## src/hw/rtl/assert_macros.svh

```systemverilog
// Assertion macros used by the top-level RTL file of the touch classifier.
`ifndef ASSERT_MACROS_SVH
`define ASSERT_MACROS_SVH

// The consequent must hold in the same cycle as the antecedent.
`define TTS_ASSERT_NOW(lbl, clk, rst, ante, cons) \
   lbl: assert property (@(posedge clk) disable iff (rst) (ante) |-> (cons)) \
      else $error("assertion failed");

// The consequent must hold in the cycle after the antecedent.
`define TTS_ASSERT_NEXT(lbl, clk, rst, ante, cons) \
   lbl: assert property (@(posedge clk) disable iff (rst) (ante) |=> (cons)) \
      else $error("assertion failed");

`endif

```

## src/hw/rtl/tts_pkg.sv

```systemverilog
// Types and constants of the touch tap and swipe classifier.
`timescale 1ns / 1ps

package tts_pkg;

   // Field widths.
   localparam int RAW_W   = 12;
   localparam int COORD_W = 10;
   localparam int PAGE_W  = 4;
   localparam int COUNT_W = 5;
   localparam int SLOT_W  = 4;
   localparam int POSX_W  = 9;
   localparam int POSY_W  = 8;
   localparam int CSR_IDX_W  = 3;
   localparam int CSR_DATA_W = 10;

   // Calibration window of the raw readings.
   localparam int CAL_X_LO   = 200;
   localparam int CAL_Y_LO   = 240;
   localparam int CAL_HI     = 3800;
   localparam int CAL_X_SPAN = CAL_HI - CAL_X_LO;
   localparam int CAL_Y_SPAN = CAL_HI - CAL_Y_LO;
   // Fraction bits of the reciprocal scale factors.
   localparam int CAL_FRAC   = 24;
   localparam int CAL_MUL_W  = 24;

   // Cells along each axis of the button grid.
   localparam int GRID_N = 3;

   // Event codes of a result beat.
   typedef enum logic [1:0] {
      EV_NONE  = 2'd0,
      EV_PRESS = 2'd1,
      EV_TAP   = 2'd2,
      EV_SWIPE = 2'd3
   } event_type;

   // Register indexes of the configuration port.
   typedef enum logic [CSR_IDX_W-1:0] {
      REG_PAGE_COUNT  = 3'd0,
      REG_SWIPE_THR   = 3'd1,
      REG_GRID_X0     = 3'd2,
      REG_GRID_Y0     = 3'd3,
      REG_STEP_X      = 3'd4,
      REG_STEP_Y      = 3'd5,
      REG_CELL_W      = 3'd6,
      REG_CELL_H      = 3'd7
   } reg_index_type;

   // Reset values of the registers.
   localparam logic [PAGE_W-1:0]     RST_PAGE_COUNT = 4'd4;
   localparam logic [COORD_W-1:0]    RST_SWIPE_THR  = 10'd70;
   localparam logic [COORD_W-1:0]    RST_GRID_X0    = 10'd3;
   localparam logic [COORD_W-1:0]    RST_GRID_Y0    = 10'd26;
   localparam logic [COORD_W-1:0]    RST_STEP_X     = 10'd106;
   localparam logic [COORD_W-1:0]    RST_STEP_Y     = 10'd70;
   localparam logic [COORD_W-1:0]    RST_CELL_W     = 10'd101;
   localparam logic [COORD_W-1:0]    RST_CELL_H     = 10'd65;

   // Payload of one result beat.
   typedef struct packed {
      event_type           event_res;
      logic [SLOT_W-1:0]   slot;
      logic                slot_valid;
      logic [PAGE_W-1:0]   page;
      logic [POSX_W-1:0]   pos_x;
      logic [POSY_W-1:0]   pos_y;
   } rsp_payload_type;

endpackage

```

## src/hw/rtl/tts_if.sv

```systemverilog
// Channel interfaces of the touch classifier: poll requests and event results.
`timescale 1ns / 1ps

interface tts_req_if;
   logic                       valid;
   logic                       ready;
   logic                       touched;
   logic [tts_pkg::RAW_W-1:0]  raw_x;
   logic [tts_pkg::RAW_W-1:0]  raw_y;

   modport source (output valid, touched, raw_x, raw_y, input ready);
   modport sink   (input valid, touched, raw_x, raw_y, output ready);
endinterface

interface tts_rsp_if;
   logic                        valid;
   logic                        ready;
   tts_pkg::event_type          event_res;
   logic [tts_pkg::SLOT_W-1:0]  slot;
   logic                        slot_valid;
   logic [tts_pkg::PAGE_W-1:0]  page;
   logic [tts_pkg::POSX_W-1:0]  pos_x;
   logic [tts_pkg::POSY_W-1:0]  pos_y;

   modport source (output valid, event_res, slot, slot_valid, page, pos_x, pos_y,
                   input ready);
   modport sink   (input valid, event_res, slot, slot_valid, page, pos_x, pos_y,
                   output ready);
endinterface

```

## src/hw/rtl/touch_tap_swipe_classifier_top.sv

```systemverilog
// Top level of the touch tap and swipe classifier.
`timescale 1ns / 1ps
`include "assert_macros.svh"

// Takes one touch-panel poll per beat and returns exactly one result beat for it.
// A poll passes an input register and then a result register before its result
// is offered, and a new poll is taken in every cycle while the result side keeps
// up. The single stage between the two registers scales the raw reading by a
// constant reciprocal, clamps it, finds the grid cell and updates the press and
// page state. The press state and page carry from one poll to the next within
// that stage. The user must write registers through the csr_ port only while no
// poll is in flight; the block itself does not enforce this.
module touch_tap_swipe_classifier_top #(
   parameter int SCREEN_WIDTH  = 320,
   parameter int SCREEN_HEIGHT = 240,
   parameter int MAX_PAGES     = 12
) (
   input  logic                               clock,
   input  logic                               reset,
   tts_req_if.sink                            req_bus,
   tts_rsp_if.source                          rsp_bus,
   input  logic                               csr_wen,
   input  logic [tts_pkg::CSR_IDX_W-1:0]      csr_index,
   input  logic [tts_pkg::CSR_DATA_W-1:0]     csr_wdata
);

   localparam int CW = tts_pkg::COORD_W;
   localparam int RW = tts_pkg::RAW_W;
   localparam int MW = tts_pkg::CAL_MUL_W;
   localparam int PW = tts_pkg::PAGE_W;
   localparam int NW = tts_pkg::COUNT_W;

   // Rounded-up reciprocal scale factors: floor(d * size / span) is exact for
   // every raw offset because the rounding error stays below 1/span.
   localparam logic [47:0] CAL_X_MUL_W = ((48'(SCREEN_WIDTH) << tts_pkg::CAL_FRAC)
                                          + 48'(tts_pkg::CAL_X_SPAN) - 48'd1)
                                         / 48'(tts_pkg::CAL_X_SPAN);
   localparam logic [47:0] CAL_Y_MUL_W = ((48'(SCREEN_HEIGHT) << tts_pkg::CAL_FRAC)
                                          + 48'(tts_pkg::CAL_Y_SPAN) - 48'd1)
                                         / 48'(tts_pkg::CAL_Y_SPAN);
   localparam logic [MW-1:0] CAL_X_MUL = CAL_X_MUL_W[MW-1:0];
   localparam logic [MW-1:0] CAL_Y_MUL = CAL_Y_MUL_W[MW-1:0];
   localparam logic [CW-1:0] X_MAX     = CW'(SCREEN_WIDTH - 1);
   localparam logic [CW-1:0] Y_MAX     = CW'(SCREEN_HEIGHT - 1);
   localparam logic [RW-1:0] X_LO      = RW'(tts_pkg::CAL_X_LO);
   localparam logic [RW-1:0] Y_LO      = RW'(tts_pkg::CAL_Y_LO);
   localparam logic [NW-1:0] MAX_CNT   = NW'(MAX_PAGES);

   // Configuration registers.
   logic [PW-1:0] cfg_page_count_ff;
   logic [CW-1:0] cfg_swipe_thr_ff;
   logic [CW-1:0] cfg_grid_x0_ff;
   logic [CW-1:0] cfg_grid_y0_ff;
   logic [CW-1:0] cfg_step_x_ff;
   logic [CW-1:0] cfg_step_y_ff;
   logic [CW-1:0] cfg_cell_w_ff;
   logic [CW-1:0] cfg_cell_h_ff;

   // Input register.
   logic          in_valid_ff;
   logic          in_touched_ff;
   logic [RW-1:0] in_raw_x_ff;
   logic [RW-1:0] in_raw_y_ff;

   // Press and page state.
   logic          pressed_ff, pressed_in;
   logic [CW-1:0] start_x_ff, start_x_in;
   logic [CW-1:0] start_y_ff, start_y_in;
   logic [CW-1:0] last_x_ff, last_x_in;
   logic [CW-1:0] last_y_ff, last_y_in;
   logic [PW-1:0] page_ff, page_in;

   // Result register.
   logic                     out_valid_ff;
   tts_pkg::rsp_payload_type out_ff, out_in;

   logic advance;
   logic take;

   // Beat flow: the input register drains into the result register whenever the
   // latter is empty or being emptied.
   assign advance       = in_valid_ff && (!out_valid_ff || rsp_bus.ready);
   assign take          = req_bus.valid && req_bus.ready;
   assign req_bus.ready = !in_valid_ff || advance;

   // Effective page count, clamped to 1..MAX_PAGES.
   function automatic logic [NW-1:0] clamp_count(input logic [PW-1:0] pc);
      logic [NW-1:0] c;
      c = NW'(pc);
      if (c == '0) begin
         c = NW'(1);
      end else if (c > MAX_CNT) begin
         c = MAX_CNT;
      end
      return c;
   endfunction

   logic [NW-1:0] eff_count;
   assign eff_count = clamp_count(cfg_page_count_ff);

   // Calibration: offset, one constant multiplication, truncation and clamp.
   logic [RW-1:0]    off_x, off_y;
   logic [RW+MW-1:0] prod_x, prod_y;
   logic [RW-1:0]    quo_x, quo_y;
   logic [CW-1:0]    cal_x, cal_y;

   always_comb begin
      off_x  = in_raw_x_ff - X_LO;
      off_y  = in_raw_y_ff - Y_LO;
      prod_x = (RW+MW)'(off_x) * (RW+MW)'(CAL_X_MUL);
      prod_y = (RW+MW)'(off_y) * (RW+MW)'(CAL_Y_MUL);
      quo_x  = prod_x[tts_pkg::CAL_FRAC +: RW];
      quo_y  = prod_y[tts_pkg::CAL_FRAC +: RW];
      if (in_raw_x_ff < X_LO) begin
         cal_x = '0;
      end else if (quo_x > RW'(X_MAX)) begin
         cal_x = X_MAX;
      end else begin
         cal_x = quo_x[CW-1:0];
      end
      if (in_raw_y_ff < Y_LO) begin
         cal_y = '0;
      end else if (quo_y > RW'(Y_MAX)) begin
         cal_y = Y_MAX;
      end else begin
         cal_y = quo_y[CW-1:0];
      end
   end

   // Grid index along one axis: compare with up to three pitch multiples.
   // Returns GRID_N when off the grid; rem is the offset inside the pitch.
   function automatic logic [1:0] grid_axis(input  logic [CW-1:0] d,
                                            input  logic [CW-1:0] step,
                                            output logic [CW-1:0] rem);
      logic [CW+1:0] d_w, s1, s2, s3;
      logic [1:0]    k;
      d_w = (CW+2)'(d);
      s1  = (CW+2)'(step);
      s2  = s1 + s1;
      s3  = s2 + s1;
      if (d_w < s1) begin
         k   = 2'd0;
         rem = d;
      end else if (d_w < s2) begin
         k   = 2'd1;
         rem = CW'(d_w - s1);
      end else if (d_w < s3) begin
         k   = 2'd2;
         rem = CW'(d_w - s2);
      end else begin
         k   = 2'(tts_pkg::GRID_N);
         rem = '0;
      end
      return k;
   endfunction

   // Cell lookup for the press point or, on a tap, the start point.
   logic [CW-1:0]               pt_x, pt_y, dx, dy, rem_x, rem_y;
   logic [1:0]                  col, row;
   logic                        hit;
   logic [tts_pkg::SLOT_W-1:0]  hit_slot;

   always_comb begin
      pt_x = in_touched_ff ? cal_x : start_x_ff;
      pt_y = in_touched_ff ? cal_y : start_y_ff;
      dx   = pt_x - cfg_grid_x0_ff;
      dy   = pt_y - cfg_grid_y0_ff;
      col  = grid_axis(dx, cfg_step_x_ff, rem_x);
      row  = grid_axis(dy, cfg_step_y_ff, rem_y);
      hit  = (pt_x >= cfg_grid_x0_ff) && (pt_y >= cfg_grid_y0_ff)
             && (col != 2'(tts_pkg::GRID_N)) && (row != 2'(tts_pkg::GRID_N))
             && (rem_x < cfg_cell_w_ff) && (rem_y < cfg_cell_h_ff);
      hit_slot = tts_pkg::SLOT_W'(row) * tts_pkg::SLOT_W'(tts_pkg::GRID_N)
                 + tts_pkg::SLOT_W'(col);
   end

   // Horizontal travel of the press and the wrapped page neighbours.
   logic          travel_left;
   logic [CW-1:0] travel;
   logic [PW-1:0] page_fwd, page_back;

   always_comb begin
      travel_left = last_x_ff < start_x_ff;
      travel      = travel_left ? (start_x_ff - last_x_ff) : (last_x_ff - start_x_ff);
      page_fwd    = ((NW'(page_ff) + NW'(1)) >= eff_count) ? '0 : (page_ff + PW'(1));
      page_back   = (page_ff == '0) ? PW'(eff_count - NW'(1)) : (page_ff - PW'(1));
   end

   // Poll classification and next state.
   logic hit_used;

   always_comb begin
      pressed_in = pressed_ff;
      start_x_in = start_x_ff;
      start_y_in = start_y_ff;
      last_x_in  = last_x_ff;
      last_y_in  = last_y_ff;
      page_in    = page_ff;
      hit_used   = 1'b0;
      out_in.event_res = tts_pkg::EV_NONE;
      out_in.pos_x     = '0;
      out_in.pos_y     = '0;

      if (advance) begin
         if (in_touched_ff) begin
            out_in.pos_x = tts_pkg::POSX_W'(cal_x);
            out_in.pos_y = tts_pkg::POSY_W'(cal_y);
            if (!pressed_ff) begin
               pressed_in       = 1'b1;
               start_x_in       = cal_x;
               start_y_in       = cal_y;
               out_in.event_res = tts_pkg::EV_PRESS;
               hit_used         = 1'b1;
            end
            last_x_in = cal_x;
            last_y_in = cal_y;
         end else if (pressed_ff) begin
            pressed_in = 1'b0;
            if (travel > cfg_swipe_thr_ff) begin
               out_in.event_res = tts_pkg::EV_SWIPE;
               page_in          = travel_left ? page_fwd : page_back;
            end else begin
               out_in.event_res = tts_pkg::EV_TAP;
               hit_used         = 1'b1;
            end
         end
      end

      // A new page count drops a page that no longer exists.
      if (csr_wen && (csr_index == tts_pkg::REG_PAGE_COUNT)
          && (NW'(page_ff) >= clamp_count(csr_wdata[PW-1:0]))) begin
         page_in = '0;
      end

      out_in.slot_valid = hit_used && hit;
      out_in.slot       = (hit_used && hit) ? hit_slot : '0;
      out_in.page       = page_in;
   end

   // Configuration writes.
   always_ff @(posedge clock) begin
      if (reset) begin
         cfg_page_count_ff <= tts_pkg::RST_PAGE_COUNT;
         cfg_swipe_thr_ff  <= tts_pkg::RST_SWIPE_THR;
         cfg_grid_x0_ff    <= tts_pkg::RST_GRID_X0;
         cfg_grid_y0_ff    <= tts_pkg::RST_GRID_Y0;
         cfg_step_x_ff     <= tts_pkg::RST_STEP_X;
         cfg_step_y_ff     <= tts_pkg::RST_STEP_Y;
         cfg_cell_w_ff     <= tts_pkg::RST_CELL_W;
         cfg_cell_h_ff     <= tts_pkg::RST_CELL_H;
      end else if (csr_wen) begin
         unique case (csr_index)
            tts_pkg::REG_PAGE_COUNT: cfg_page_count_ff <= csr_wdata[PW-1:0];
            tts_pkg::REG_SWIPE_THR:  cfg_swipe_thr_ff  <= csr_wdata;
            tts_pkg::REG_GRID_X0:    cfg_grid_x0_ff    <= csr_wdata;
            tts_pkg::REG_GRID_Y0:    cfg_grid_y0_ff    <= csr_wdata;
            tts_pkg::REG_STEP_X:     cfg_step_x_ff     <= csr_wdata;
            tts_pkg::REG_STEP_Y:     cfg_step_y_ff     <= csr_wdata;
            tts_pkg::REG_CELL_W:     cfg_cell_w_ff     <= csr_wdata;
            tts_pkg::REG_CELL_H:     cfg_cell_h_ff     <= csr_wdata;
         endcase
      end
   end

   // Input register: captures a poll beat.
   always_ff @(posedge clock) begin
      if (reset) begin
         in_valid_ff <= 1'b0;
      end else if (take) begin
         in_valid_ff <= 1'b1;
      end else if (advance) begin
         in_valid_ff <= 1'b0;
      end
   end

   always_ff @(posedge clock) begin
      if (take) begin
         in_touched_ff <= req_bus.touched;
         in_raw_x_ff   <= req_bus.raw_x;
         in_raw_y_ff   <= req_bus.raw_y;
      end
   end

   // Press and page state.
   always_ff @(posedge clock) begin
      if (reset) begin
         pressed_ff <= 1'b0;
         start_x_ff <= '0;
         start_y_ff <= '0;
         last_x_ff  <= '0;
         last_y_ff  <= '0;
         page_ff    <= '0;
      end else begin
         pressed_ff <= pressed_in;
         start_x_ff <= start_x_in;
         start_y_ff <= start_y_in;
         last_x_ff  <= last_x_in;
         last_y_ff  <= last_y_in;
         page_ff    <= page_in;
      end
   end

   // Result register.
   always_ff @(posedge clock) begin
      if (reset) begin
         out_valid_ff <= 1'b0;
      end else if (advance) begin
         out_valid_ff <= 1'b1;
      end else if (rsp_bus.ready) begin
         out_valid_ff <= 1'b0;
      end
   end

   always_ff @(posedge clock) begin
      if (advance) begin
         out_ff <= out_in;
      end
   end

   assign rsp_bus.valid      = out_valid_ff;
   assign rsp_bus.event_res  = out_ff.event_res;
   assign rsp_bus.slot       = out_ff.slot;
   assign rsp_bus.slot_valid = out_ff.slot_valid;
   assign rsp_bus.page       = out_ff.page;
   assign rsp_bus.pos_x      = out_ff.pos_x;
   assign rsp_bus.pos_y      = out_ff.pos_y;

   // Checks on the classifier state.
   `TTS_ASSERT_NOW(a_page_in_range, clock, reset, 1'b1, NW'(page_ff) < eff_count)
   `TTS_ASSERT_NOW(a_press_from_touch, clock, reset, $rose(pressed_ff),
                   $past(advance && in_touched_ff))
   `TTS_ASSERT_NEXT(a_release_clears, clock, reset, advance && !in_touched_ff,
                    !pressed_ff)
   `TTS_ASSERT_NOW(a_slot_cleared, clock, reset, out_valid_ff && !out_ff.slot_valid,
                   out_ff.slot == '0)

endmodule

```

## src/flat_wrapper.sv

```systemverilog
// flat-port wrapper written by rule: the top's interface ports become plain ports
module touch_tap_swipe_classifier_top_flat 
#(
   parameter int SCREEN_WIDTH  = 320,
   parameter int SCREEN_HEIGHT = 240,
   parameter int MAX_PAGES     = 12
)
  (clock, reset, csr_wen, csr_index, csr_wdata, req_bus_valid, req_bus_touched, req_bus_raw_x, req_bus_raw_y, req_bus_ready, rsp_bus_valid, rsp_bus_event_res, rsp_bus_slot, rsp_bus_slot_valid, rsp_bus_page, rsp_bus_pos_x, rsp_bus_pos_y, rsp_bus_ready);
  tts_req_if req_bus_i ();
  tts_rsp_if rsp_bus_i ();
  input  logic clock;
  input  logic reset;
  input  logic csr_wen;
  input  logic [tts_pkg::CSR_IDX_W-1:0] csr_index;
  input  logic [tts_pkg::CSR_DATA_W-1:0] csr_wdata;
  input wire logic [$bits(req_bus_i.valid)-1:0] req_bus_valid;
  input wire logic [$bits(req_bus_i.touched)-1:0] req_bus_touched;
  input wire logic [$bits(req_bus_i.raw_x)-1:0] req_bus_raw_x;
  input wire logic [$bits(req_bus_i.raw_y)-1:0] req_bus_raw_y;
  output wire logic [$bits(req_bus_i.ready)-1:0] req_bus_ready;
  output wire logic [$bits(rsp_bus_i.valid)-1:0] rsp_bus_valid;
  output wire logic [$bits(rsp_bus_i.event_res)-1:0] rsp_bus_event_res;
  output wire logic [$bits(rsp_bus_i.slot)-1:0] rsp_bus_slot;
  output wire logic [$bits(rsp_bus_i.slot_valid)-1:0] rsp_bus_slot_valid;
  output wire logic [$bits(rsp_bus_i.page)-1:0] rsp_bus_page;
  output wire logic [$bits(rsp_bus_i.pos_x)-1:0] rsp_bus_pos_x;
  output wire logic [$bits(rsp_bus_i.pos_y)-1:0] rsp_bus_pos_y;
  input wire logic [$bits(rsp_bus_i.ready)-1:0] rsp_bus_ready;
  assign req_bus_i.valid = req_bus_valid;
  assign req_bus_i.touched = req_bus_touched;
  assign req_bus_i.raw_x = req_bus_raw_x;
  assign req_bus_i.raw_y = req_bus_raw_y;
  assign req_bus_ready = req_bus_i.ready;
  assign rsp_bus_valid = rsp_bus_i.valid;
  assign rsp_bus_event_res = rsp_bus_i.event_res;
  assign rsp_bus_slot = rsp_bus_i.slot;
  assign rsp_bus_slot_valid = rsp_bus_i.slot_valid;
  assign rsp_bus_page = rsp_bus_i.page;
  assign rsp_bus_pos_x = rsp_bus_i.pos_x;
  assign rsp_bus_pos_y = rsp_bus_i.pos_y;
  assign rsp_bus_i.ready = rsp_bus_ready;
  touch_tap_swipe_classifier_top #(.SCREEN_WIDTH(SCREEN_WIDTH), .SCREEN_HEIGHT(SCREEN_HEIGHT), .MAX_PAGES(MAX_PAGES)) u_core (.clock(clock), .reset(reset), .req_bus(req_bus_i), .rsp_bus(rsp_bus_i), .csr_wen(csr_wen), .csr_index(csr_index), .csr_wdata(csr_wdata));
endmodule
```

## config.mk

```make
export PLATFORM = sky130hd
export DESIGN_NAME = touch_tap_swipe_classifier_top_flat
export DESIGN_NICKNAME = d
export VERILOG_FILES = /design/src/hw/rtl/tts_pkg.sv /design/src/hw/rtl/tts_if.sv /design/src/hw/rtl/touch_tap_swipe_classifier_top.sv /design/src/flat_wrapper.sv
export VERILOG_INCLUDE_DIRS = /design/src /design/src/hw/rtl
export SDC_FILE = /design/constraint.sdc
export NUM_CORES = 1
export LEC_CHECK = 0
export BUFFER_PORTS_ARGS = -buffer_cell sky130_fd_sc_hd__buf_4
export CAP_MARGIN = 20
export CELL_PAD_IN_SITES_DETAIL_PLACEMENT = 1
export CELL_PAD_IN_SITES_GLOBAL_PLACEMENT = 2
export CORE_MARGIN = 2
export CORE_UTILIZATION = 43
export CTS_CLUSTER_DIAMETER = 40
export DETAILED_ROUTE_END_ITERATION = 7
export HOLD_SLACK_MARGIN = 0.12
export PLACE_DENSITY_LB_ADDON = 0.1
export SYNTH_ARGS = -nofsm -noshare
export SYNTH_HDL_FRONTEND = slang
export SYNTH_SLANG_ARGS = --single-unit
```

## constraint.sdc

```tcl
create_clock -name clock -period 20.7 [get_ports clock]
set_clock_uncertainty 0.2 [all_clocks]
set_input_delay 2.07 -clock clock [delete_from_list [all_inputs] [get_ports clock]]
set_output_delay 2.07 -clock clock [all_outputs]
set_load 0.02 [all_outputs]
```

==> run summary <==
Yosys mapped a number of flops with a built-in enable equal to 53. Dividing the detail-routed wire length by the instance count gives 18.9 um. The min-delay analysis places its worst path in the category flip-flop to flip-flop. Origin of the critical flop-to-flop path: u_core.in_raw_x_ff[3]. For hold timing, the worst endpoint is u_core.start_y_ff[4].

Derived from the worst setup path, the maximum achievable clock frequency is 74.7 MHz. By instance count, the cell type seen most on the critical path is sky130_fd_sc_hd__ha_1. The detailed router placed 13,971 vias in this run.

The run finished with clean final reports. The total clock sinks came out at 161. The endpoint identified for the worst register-to-register timing path is u_core.rsp_bus.slot[0]. The clock passes through at most 2 buffers. For this run, the detailed router's first-pass iteration total came to 5. Measured in cells, the most critical reg-to-reg path has a length of 53. For this run, the post-layout net count is 2,514.

The largest fanout on the critical path works out to 12. After global routing, the most crowded layer is met2. The area share of the largest cell type after synthesis came out at 23.3%. The largest individual stage delay along the critical path comes from the cell sky130_fd_sc_hd__fa_1. Routed wire length: 49,100 um.

During placement, the flow inserted port buffers numbering 72. The cell row count came out at 73. The tools report the number of clock buffers inserted by TritonCTS as 17.

CTS placed an instance of sky130_fd_sc_hd__clkbuf_16 at the clock tree root. The tools report the cell area after synthesis as 0.0173 mm^2. TritonCTS built the clock tree. Clock-pin slew was measured on the worst setup and hold paths at 0.07 ns.

Data on the critical path is required at its endpoint by 20.77 ns. The worst setup path is captured at a flip-flop. Yosys printed 0 warnings. The number of slew-limit violations in the final report was 0; the met3 demand-to-capacity share in global routing was 2.73%. The detailed-placement wirelength estimate is 40,800 um, and the hold violation total from the final report is 0.

Layout cell share with drive strength beyond 1: 6.57%. The remaining design rule violation count came out at 0. A synthesized cell averages 8.64 um^2.

The worst setup path is launched from a flip-flop. The tools report the latest clock arrival within the worst-skew pair as 0.45 ns. The worst endpoint data arrival time is 13.45 ns, and the number of antenna violations at the first check in global routing is 0. The starting utilization of the core area was 43.5%. The detail route stage leaves a number of antenna-violating nets equal to 0. The worst path in the final design needs a cycle of 13.38 ns, including I/O delays and setup. Global routing used 30.1% of the available met1 tracks. The post-CTS setup repair buffer count was 0; the proportion of synthesized flip-flops having asynchronous set or reset was 0%. The floorplan step set the die height to 204 um. In this run the tightest slew margin relative to its limit is 29.2%. For the accumulated negative setup slack, the log shows 0 ns. The number of nets handed over by synthesis was 2,454.

The repair_antennas step left the layout with diodes totalling 0. Global routing consumed, on the met2 layer, 44.6% of the routing resources. The global routing usage summed across all routing layers was 24.5%.

Share of the cycle needed by the critical path after routing: 64.6%. After detailed routing, the number of vias per cell comes to 5.38. The most used flip-flop cell after synthesis is sky130_fd_sc_hd__dfxtp_1. The most repeated cell in the gate-level netlist after synthesis was sky130_fd_sc_hd__ha_1. For this run, the slowest stage of the critical path takes 0.54 ns.

Core outline area: 0.0396 mm^2. The first global-routing pass estimated 80,000 um of wire. Entering global routing, the biggest net connects 78 pins. The reg2reg setup slack came out at 7.32 ns. 73 I/O pins were placed. The number of synthesized register bits is 161, and the count of maximum capacitance violations is 0.

The run gives 0 as the post-cts hold buffer count. Relative to the synthesized area, the layout overhead comes to 9.86%. The logs give 0 for the remaining global-route overflow and 0.899 for the final weighted congestion in routability-driven placement. Setup violations remaining at the end of the flow were counted as 0. Measured slew at the worst slew-check pin: 1.06 ns.

The number of global-route vias before repair was 15,073; the number of stages on the worst hold path was 2. The first routing iteration left 552 violations. By area the synthesized netlist is led by sky130_fd_sc_hd__ha_1 23%, sky130_fd_sc_hd__dfxtp_1 13%, sky130_fd_sc_hd__fa_1 11%, sky130_fd_sc_hd__edfxtp_1 9.2%, sky130_fd_sc_hd__inv_1 6.9%.

The overall die width was 204 um; the part of the Yosys area used for sequential elements was 21.7%. The synthesized design spends more area on one cell type than any other, namely sky130_fd_sc_hd__ha_1. The number of distinct standard cells referenced by the synthesized netlist came out at 72.

The run gives 0 as the count of instances resized after the clock tree is built. Synthesis handed over a netlist of 1,997 instances. The worst setup path is of the flip-flop to flip-flop kind.

Fill cells in the final layout number 4,739. Setup repair after global routing left no endpoint under its margin. The tools report the worst min-delay path startpoint as u_core.start_y_ff[4]. The run gives 0.0418 mm^2 as the die outline area. The count of H-tree levels built during CTS came out at 4.

Sorting the synthesized cells by how often they occur yields 322 x sky130_fd_sc_hd__ha_1, 318 x sky130_fd_sc_hd__inv_1, 170 x sky130_fd_sc_hd__nand2_1.
## state kept, by name, indices dropped and copies added, names as in the netlist, 8 cells and up
signal,count
u_core.cfg_cell_h_ff,10
u_core.cfg_cell_w_ff,10
u_core.cfg_grid_x0_ff,10
u_core.cfg_grid_y0_ff,10
u_core.cfg_step_x_ff,10
u_core.cfg_step_y_ff,10
u_core.cfg_swipe_thr_ff,10
u_core.in_raw_x_ff,12
u_core.in_raw_y_ff,12
u_core.last_x_ff,9
u_core.rsp_bus.pos_x,9
u_core.rsp_bus.pos_y,8
u_core.start_x_ff,9
u_core.start_y_ff,9
## area by class of cell
| cell class | count | area [um^2] | share of cell area (%) |
|---|---|---|---|
| Inverter | 318 | 1190 | 6.29 |
| Clock buffer | 18 | 450 | 2.38 |
| Sequential cell | 161 | 3750 | 19.8 |
| Tap cell | 525 | 657 | 3.46 |
| Timing Repair Buffer | 82 | 639 | 3.37 |
| Clock inverter | 14 | 104 | 0.548 |
| Multi-Input combinational cell | 1477 | 12200 | 64.2 |
## worst max-delay path by stage
stage | startpoint | endpoint | slack (ns) | depth (start not counted)
after detailed placement | u_core.in_raw_x_ff[3] | u_core.rsp_bus.slot[0] | 7.26 | 49
after CTS | u_core.in_raw_x_ff[3] | u_core.rsp_bus.slot[0] | 7.17 | 49
final | u_core.in_raw_x_ff[3] | u_core.rsp_bus.slot[0] | 7.32 | 53
after floorplan | u_core.in_raw_x_ff[3] | u_core.rsp_bus.slot[0] | 9.70 | 52
after global placement | u_core.in_raw_x_ff[3] | u_core.rsp_bus.slot[1] | 7.67 | 49
after global routing | u_core.in_raw_x_ff[3] | u_core.rsp_bus.slot[0] | 6.15 | 53
## through the flow
stage	util [%]	setup WS [ns]	instances	hold slack, ns	cell area [um^2]
detailed placement	46.3	7.26	2560	0.247	18400
global placement	46.3	7.67	2559	0.237	18400
floorplan	-	9.70	1997	0.221	17300
finish	47.8	7.32	2595	0.255	19000
global route	47.8	6.15	2595	0.286	19000
CTS	47.7	7.17	2592	0.257	18900
## logic make-up after synthesis
logic type,Yosys count,share of synthesized area [%]
AND/OR/NAND/NOR,514,13.8
adder cells (fa/ha/maj),414,34.0
AO/OA/AOI/OAI,429,16.3
buffers and inverters,359,7.82
XOR/XNOR,98,4.97
multiplexers,22,1.35
flip-flops,161,21.7
## worst max-delay path: cells and delay by family (launching register included)
family / cells / cell delay [ns]
flops: 1 / 0.45
mux: 1 / 0.24
fa+ha+maj: 10 / 3.43
compound gates: 21 / 4.71
simple gates: 14 / 2.90
buf+inv: 4 / 0.38
xor+xnor: 3 / 0.86
## cell usage in the layout (no fill, tap or decap), types with 15 or more instances in the layout
| master | n |
|---|---|
| sky130_fd_sc_hd__ha_1 | 322 |
| sky130_fd_sc_hd__inv_1 | 319 |
| sky130_fd_sc_hd__nand2_1 | 170 |
| sky130_fd_sc_hd__nor2_1 | 161 |
| sky130_fd_sc_hd__a21oi_1 | 149 |
| sky130_fd_sc_hd__dfxtp_1 | 108 |
| sky130_fd_sc_hd__fa_1 | 92 |
| sky130_fd_sc_hd__buf_4 | 80 |
| sky130_fd_sc_hd__a21o_1 | 64 |
| sky130_fd_sc_hd__xnor2_1 | 57 |
| sky130_fd_sc_hd__edfxtp_1 | 53 |
| sky130_fd_sc_hd__o21ai_0 | 52 |
| sky130_fd_sc_hd__xor2_1 | 41 |
| sky130_fd_sc_hd__nor2b_1 | 31 |
| sky130_fd_sc_hd__nor3_1 | 27 |
| sky130_fd_sc_hd__nand3_1 | 25 |
| sky130_fd_sc_hd__nand2b_1 | 25 |
| sky130_fd_sc_hd__a211o_1 | 24 |
| sky130_fd_sc_hd__a211oi_1 | 20 |
| sky130_fd_sc_hd__clkbuf_16 | 18 |
| sky130_fd_sc_hd__nand4_1 | 17 |
| sky130_fd_sc_hd__mux2i_1 | 15 |
## routing by layer
layer / wire length [um] / part of all wire, %
met5: 0 / 0
met4: 1330 / 2.7
met3: 980 / 2.0
met2: 24900 / 51
met1: 21900 / 45
Power is not shown: default switching activity piles up to over one toggle a cycle in this logic, so the estimate is an artifact.
